==> src/sv/tmf_pkg.sv <==
// ----------------------------------------------------------------------------
// tmf_pkg - shared types and constants of the temporal median filter
// Field widths, frame counter limits and result lag codes.
// ----------------------------------------------------------------------------
package tmf_pkg;

  localparam int MAG_W    = 16;   // bin magnitude
  localparam int BIN_W    = 8;    // bin index on the result channel
  localparam int CFG_W    = 9;    // bins_per_frame register
  localparam int FS_W     = 3;    // completed frames counter
  localparam int OUT_DW   = 32;   // result tdata, padded to whole bytes

  localparam logic [CFG_W-1:0] CFG_RESET = 9'd256;
  localparam logic [FS_W-1:0]  FS_ONE    = 3'd1;
  localparam logic [FS_W-1:0]  FS_TWO    = 3'd2;
  localparam logic [FS_W-1:0]  FS_FULL   = 3'd4;

  // frames behind the current input frame that a result belongs to
  typedef enum logic [1:0] {
    LAG_NOW  = 2'd0,
    LAG_ONE  = 2'd1,
    LAG_TWO  = 2'd2
  } lag_t;

  typedef logic [MAG_W-1:0] mag_t;

endpackage

==> src/sv/tmf_median5.sv <==
// ----------------------------------------------------------------------------
// tmf_median5 - median of five magnitudes
// All pairwise compares in parallel; each value gets its stable rank and the
// value of rank two is the median.
// ----------------------------------------------------------------------------
module tmf_median5
  import tmf_pkg::*;
(
  input  mag_t [4:0] v,
  output mag_t       med
);

  logic [4:0][2:0] rank;

  always_comb begin
    med  = '0;
    rank = '0;
    for (int i = 0; i < 5; i++) begin
      for (int j = 0; j < 5; j++) begin
        // equal values: the lower index sorts first
        if (j < i) begin
          if (v[j] <= v[i]) rank[i] = rank[i] + 3'd1;
        end else if (j > i) begin
          if (v[j] < v[i]) rank[i] = rank[i] + 3'd1;
        end
      end
    end
    for (int i = 0; i < 5; i++) begin
      if (rank[i] == 3'd2) med = v[i];
    end
  end

endmodule

==> config.mk <==
export PLATFORM = sky130hd
export DESIGN_NAME = tmf_median5
export DESIGN_NICKNAME = d
export VERILOG_FILES = /design/src/sv/tmf_pkg.sv /design/src/sv/tmf_median5.sv
export SDC_FILE = /design/constraint.sdc
export NUM_CORES = 1
export LEC_CHECK = 0
export BUFFER_PORTS_ARGS = -buffer_cell sky130_fd_sc_hd__buf_4
export CELL_PAD_IN_SITES_DETAIL_PLACEMENT = 0
export CELL_PAD_IN_SITES_GLOBAL_PLACEMENT = 1
export CORE_ASPECT_RATIO = 2
export CORE_UTILIZATION = 40
export DETAILED_ROUTE_END_ITERATION = 12
export PLACE_DENSITY = 0.92
export REMOVE_ABC_BUFFERS = 1
export SLEW_MARGIN = 20
export SYNTH_ARGS = -nofsm -noshare
export SYNTH_HDL_FRONTEND = slang
export SYNTH_SLANG_ARGS = --single-unit
==> constraint.sdc <==
create_clock -name vclk -period 5.4
set_clock_uncertainty 0.1 [all_clocks]
set_input_delay 0.81 -clock vclk [all_inputs]
set_output_delay 0.81 -clock vclk [all_outputs]
set_load 0.02 [all_outputs]
==> results of run 1 <==
## metrics by stage
| stage | setup TNS [ns] | instance area (sq um) | worst slack (ns) | cells |
|---|---|---|---|---|
| floorplan | -1.78 | 5070 | -0.111 | 638 |
| global placement | -3.73 | 7000 | -0.249 | 1016 |
| CTS | -0.450 | 7790 | -0.0420 | 1038 |
| detailed placement | -4.71 | 7000 | -0.312 | 1016 |
## what timing repair did
action                     4_1_cts
resized for setup              113
setup endpoints to repair       16
pin swaps                       40
hold buffers                     0
gates cloned                     1
buffers inserted                21
## per-layer routing
layer / GRT usage / overflow
met4: 0.501 / 0
met5: 0 / 0
met1: 0.454 / 0
met3: 0.241 / 0
met2: 0.724 / 1
## logic make-up after synthesis
| logic type | count (synthesis) | synth area share |
|---|---|---|
| buffers and inverters | 106 | 0.0834 |
| AOI/OAI and AO/OA | 217 | 0.317 |
| adders and majority gates | 173 | 0.417 |
| and+or+nand+nor | 160 | 0.174 |
| xor gates and xnor gates | 5 | 0.00844 |
==> impl_metrics.csv, run 1 <==
group,metric,value,unit
run_status,status,"did not finish",
run_status,stop_stage,"global routing (5_1_grt)",
run_status,error_message,"[ERROR GRT-0116] Global routing finished with congestion. Check the congestion regions in the DRC Viewer.",
placed_design,place.gp.congestion,1.11,
logic_synthesis,synthTopCellsByCount,"ha_1, inv_1, a21oi_1",
logic_synthesis,netlist_instances,661,
global_routing,grt.total_usage,0.486,
global_routing,grt_max_degree,18,
logic_synthesis,avgSynthCellArea,7.86,sq um
global_routing,grt_pass1_wl,46.8,mm
logic_synthesis,yosys.cell_count.top_type,"ha_1",
die,die_height,163,um
placed_design,hpwlAfterDp,21.6,mm
die,die_x,82.6,um
logic_synthesis,synth_warnings,0,
global_routing,grt_pass1_vias,7833,
logic_synthesis,yosysUniqueCellTypes,63,
logic_synthesis,ys_seq_area_frac,0,
die,initial_core_util,0.411,
global_routing,overflow,1,
placed_design,portBuffers,96,
logic_synthesis,synth_area_leaders,"ha_1, inv_1, a21oi_1",
die,io_pins,96,
logic_synthesis,yosysTopAreaCellShare,0.417,
logic_synthesis,syn_area,5190,sq um
die,rows,58,
logic_synthesis,yosysTopAreaCell,"ha_1",
==> inputs of run 2 (changes only) <==
--- a/config.mk
+++ b/config.mk
@@ -6,12 +6,9 @@
 export NUM_CORES = 1
 export LEC_CHECK = 0
 export BUFFER_PORTS_ARGS = -buffer_cell sky130_fd_sc_hd__buf_4
-export CELL_PAD_IN_SITES_DETAIL_PLACEMENT = 0
-export CELL_PAD_IN_SITES_GLOBAL_PLACEMENT = 1
-export CORE_ASPECT_RATIO = 2
 export CORE_UTILIZATION = 40
 export DETAILED_ROUTE_END_ITERATION = 12
-export PLACE_DENSITY = 0.92
+export PLACE_DENSITY_LB_ADDON = 0.15
 export REMOVE_ABC_BUFFERS = 1
 export SLEW_MARGIN = 20
 export SYNTH_ARGS = -nofsm -noshare
==> constraint.sdc (replaced) <==
create_clock -name vclk -period 7
set_clock_uncertainty 0.1 [all_clocks]
set_input_delay 1.05 -clock vclk [all_inputs]
set_output_delay 1.05 -clock vclk [all_outputs]
set_load 0.02 [all_outputs]
==> run 2 against run 1 <==
The run now ends clean; synthesized cell count stayed put; synthesized area stayed put.
==> impl_metrics.csv, run 2 <==
group,metric,value,unit
route,drt_first_pass_iters,5,
finish,seqCellArea,0,sq um
logic_synthesis,yosysTopAreaCell,"ha_1",
worst_setup_path,path_buf_inv,5,
worst_setup_path,worstPathMaxFanout,12,
finish,flops_and_latches,0,
timing,finalCriticalPeriod,6.73,ns
die,initial_core_util,0.411,
placed_design,portBuffers,96,
power,pwr-share-comb,1.000,
worst_setup_path,max_stage_delay,0.51,ns
placed_design,place.gp.congestion,0.947,
timing,rsz0062_at_grt,"no",
global_routing,grt_pass1_vias,5879,
worst_setup_path,cp_cell_sequence,"buf_4 > inv_1 > ha_1 > nor2b_1 > o211ai_1 > a2111oi_0 > nor3_1 > nor2_2 > inv_1 > ha_1 > nor3b_1 > o21bai_1 > ha_1 > nor3b_1 > a221o_1 > nand2_1 > buf_4 > a41oi_1 > o211a_1 > buf_4",
worst_setup_path,critPathRequiredTime,5.85,ns
placed_design,dpl_worst_slack,0.357,ns
route,dr_total_vias,5982,
logic_synthesis,yosysTopAreaCellShare,0.417,
die,die_height,116,um
worst_setup_path,critPathSlowestCell,"a2111oi_0",
route,viasPerCell,6.46,
finish,diodes,0,
die,io_pins,96,
run_status,status,"finished clean",
global_routing,grtUsageMet3,0.0303,
run,max_cap_violations,0,
route,finalWirelength,21.3,mm
power,seqPwrFrac,0,
logic_synthesis,netlist_instances,661,
logic_synthesis,yosys.cell_count.top_type,"ha_1",
finish,layout.nets,1009,
timing,worstMarginPinSlew,0.758,ns
timing,slew_headroom,0.481,
worst_setup_path,worstSetupStartpointType,"primary input",
die,die_x,116,um
worst_setup_path,critPathKind,"in2out",
power,switching_power,617,uW
power,powerDensity,167,nW/um^2
power,ir_drop,121,uV
worst_setup_path,worstPathArrival,5.58,ns
global_routing,grt_pass1_wl,32.3,mm
timing,finalSetupViolCount,0,
route,drtAntennaViolNets,0,
finish,final_common_cell,"ha_1",
route,drc,0,
finish,layout-drive-gt1-share,0.172,
timing,finalHoldViolCount,0,
power,cell_internal_pwr,416,uW
global_routing,grt_use_met1,0.411,
timing,layout_setup_ws,0.275,ns
global_routing,grt.total_usage,0.319,
route,wire_per_inst,23.0,um
finish,clockBufferCount,0,
placed_design,hpwlAfterDp,17.4,mm
finish,syn2layout_area_growth,19.3,%
timing,max_freq,149,MHz
logic_synthesis,synthTopCellsByCount,"ha_1, inv_1, a21oi_1",
clocking,hold_buffers,0,
timing,final.period_utilization,0.961,
route,drtIter0Drc,511,
global_routing,overflow,0,
logic_synthesis,synth_area_leaders,"ha_1, inv_1, a21oi_1",
hold_path,hold_class,"in2out",
finish,multiInputGateArea,4760,sq um
finish,final_area,6200,sq um
timing,holdWs,2.40,ns
die,rows,41,
power,power.share.clock,0,
die,core-area,12600,sq um
logic_synthesis,avgSynthCellArea,7.86,sq um
finish,fillers,1277,
placed_design,place_area,6190,sq um
worst_setup_path,path_delay_family,"compound AO/OA/AOI/OAI gates",
die,design.die.area,13400,sq um
global_routing,grt_util_met2,0.553,
power,p_leak,0.00314,uW
global_routing,antenna_found_initial,0,
logic_synthesis,ys_seq_area_frac,0,
clocking,post_cts_buffers,0,
timing,fin_setup_tns,0,ns
worst_setup_path,end_kind,"output pin",
power,swShare,0.597,
global_routing,grt_busiest_layer,"met2",
finish,final_cell_mix,"ha_1, buf_4, inv_1",
timing,final_max_slew_viol_count,0,
global_routing,grt_max_degree,18,
logic_synthesis,syn_area,5190,sq um
logic_synthesis,synth_warnings,0,
logic_synthesis,yosysUniqueCellTypes,63,
run 2: repair_timing:
item,4_1_cts,5_1_grt
endpoints found under the setup margin,0,1
endpoints found under the hold margin,0,0
resized for setup,0,1
run 2: power groups by stage:
stage / Combinational (uW) / Sequential [uW] / Clock (uW)
finish: 1030 / 0 / 0
global route: 1110 / 0 / 0
CTS: 1010 / 0 / 0
detailed placement: 1010 / 0 / 0
global placement: 987 / 0 / 0
floorplan: 582 / 0 / 0
run 2: per-layer routing:
metal  wire length, um  share of wire
met3              1470          0.069
met4               924          0.043
met1              9220           0.43
met5                 0              0
met2              9710           0.46
run 2: cells by family (layout without fill, tap and decap cells):
kind of cell / count (synthesis) / in the layout / synth area share
AO/OA/AOI/OAI: 217 / 217 / 0.317
adder cells (fa/ha/maj): 173 / 173 / 0.417
AND/OR/NAND/NOR: 160 / 160 / 0.174
buffers and inverters: 106 / 199 / 0.0834
XOR/XNOR: 5 / 5 / 0.00844
run 2: worst paths after layout:
check	to	depth (start not counted)	slack [ns]	from
worst max-delay path	med[11]	20	0.27	v[65]
worst min-delay path	med[11]	3	2.40	v[43]
run 2: area by class of cell:
type                       count  share of cell area
timing repair buffer         116               0.147
multi-input combinational    555               0.768
inverter                      83              0.0503
tap                          172              0.0347
run 2: stage by stage:
stage / std cells / util / power [uW]
6_report: 926 / 0.491 / 1030
5_1_grt: 926 / 0.491 / 1110
4_1_cts: 926 / 0.491 / 1010
3_5_place_dp: 926 / 0.491 / 1010
3_3_place_gp: 926 / 0.491 / 987
2_1_floorplan: 638 / - / 582
run 2: tightest hold or removal path, cell delays in order:
cell and delay, ns:
buf_4 0.11, o211a_1 0.16, buf_4 0.13
(Power assumes the default switching activity.)
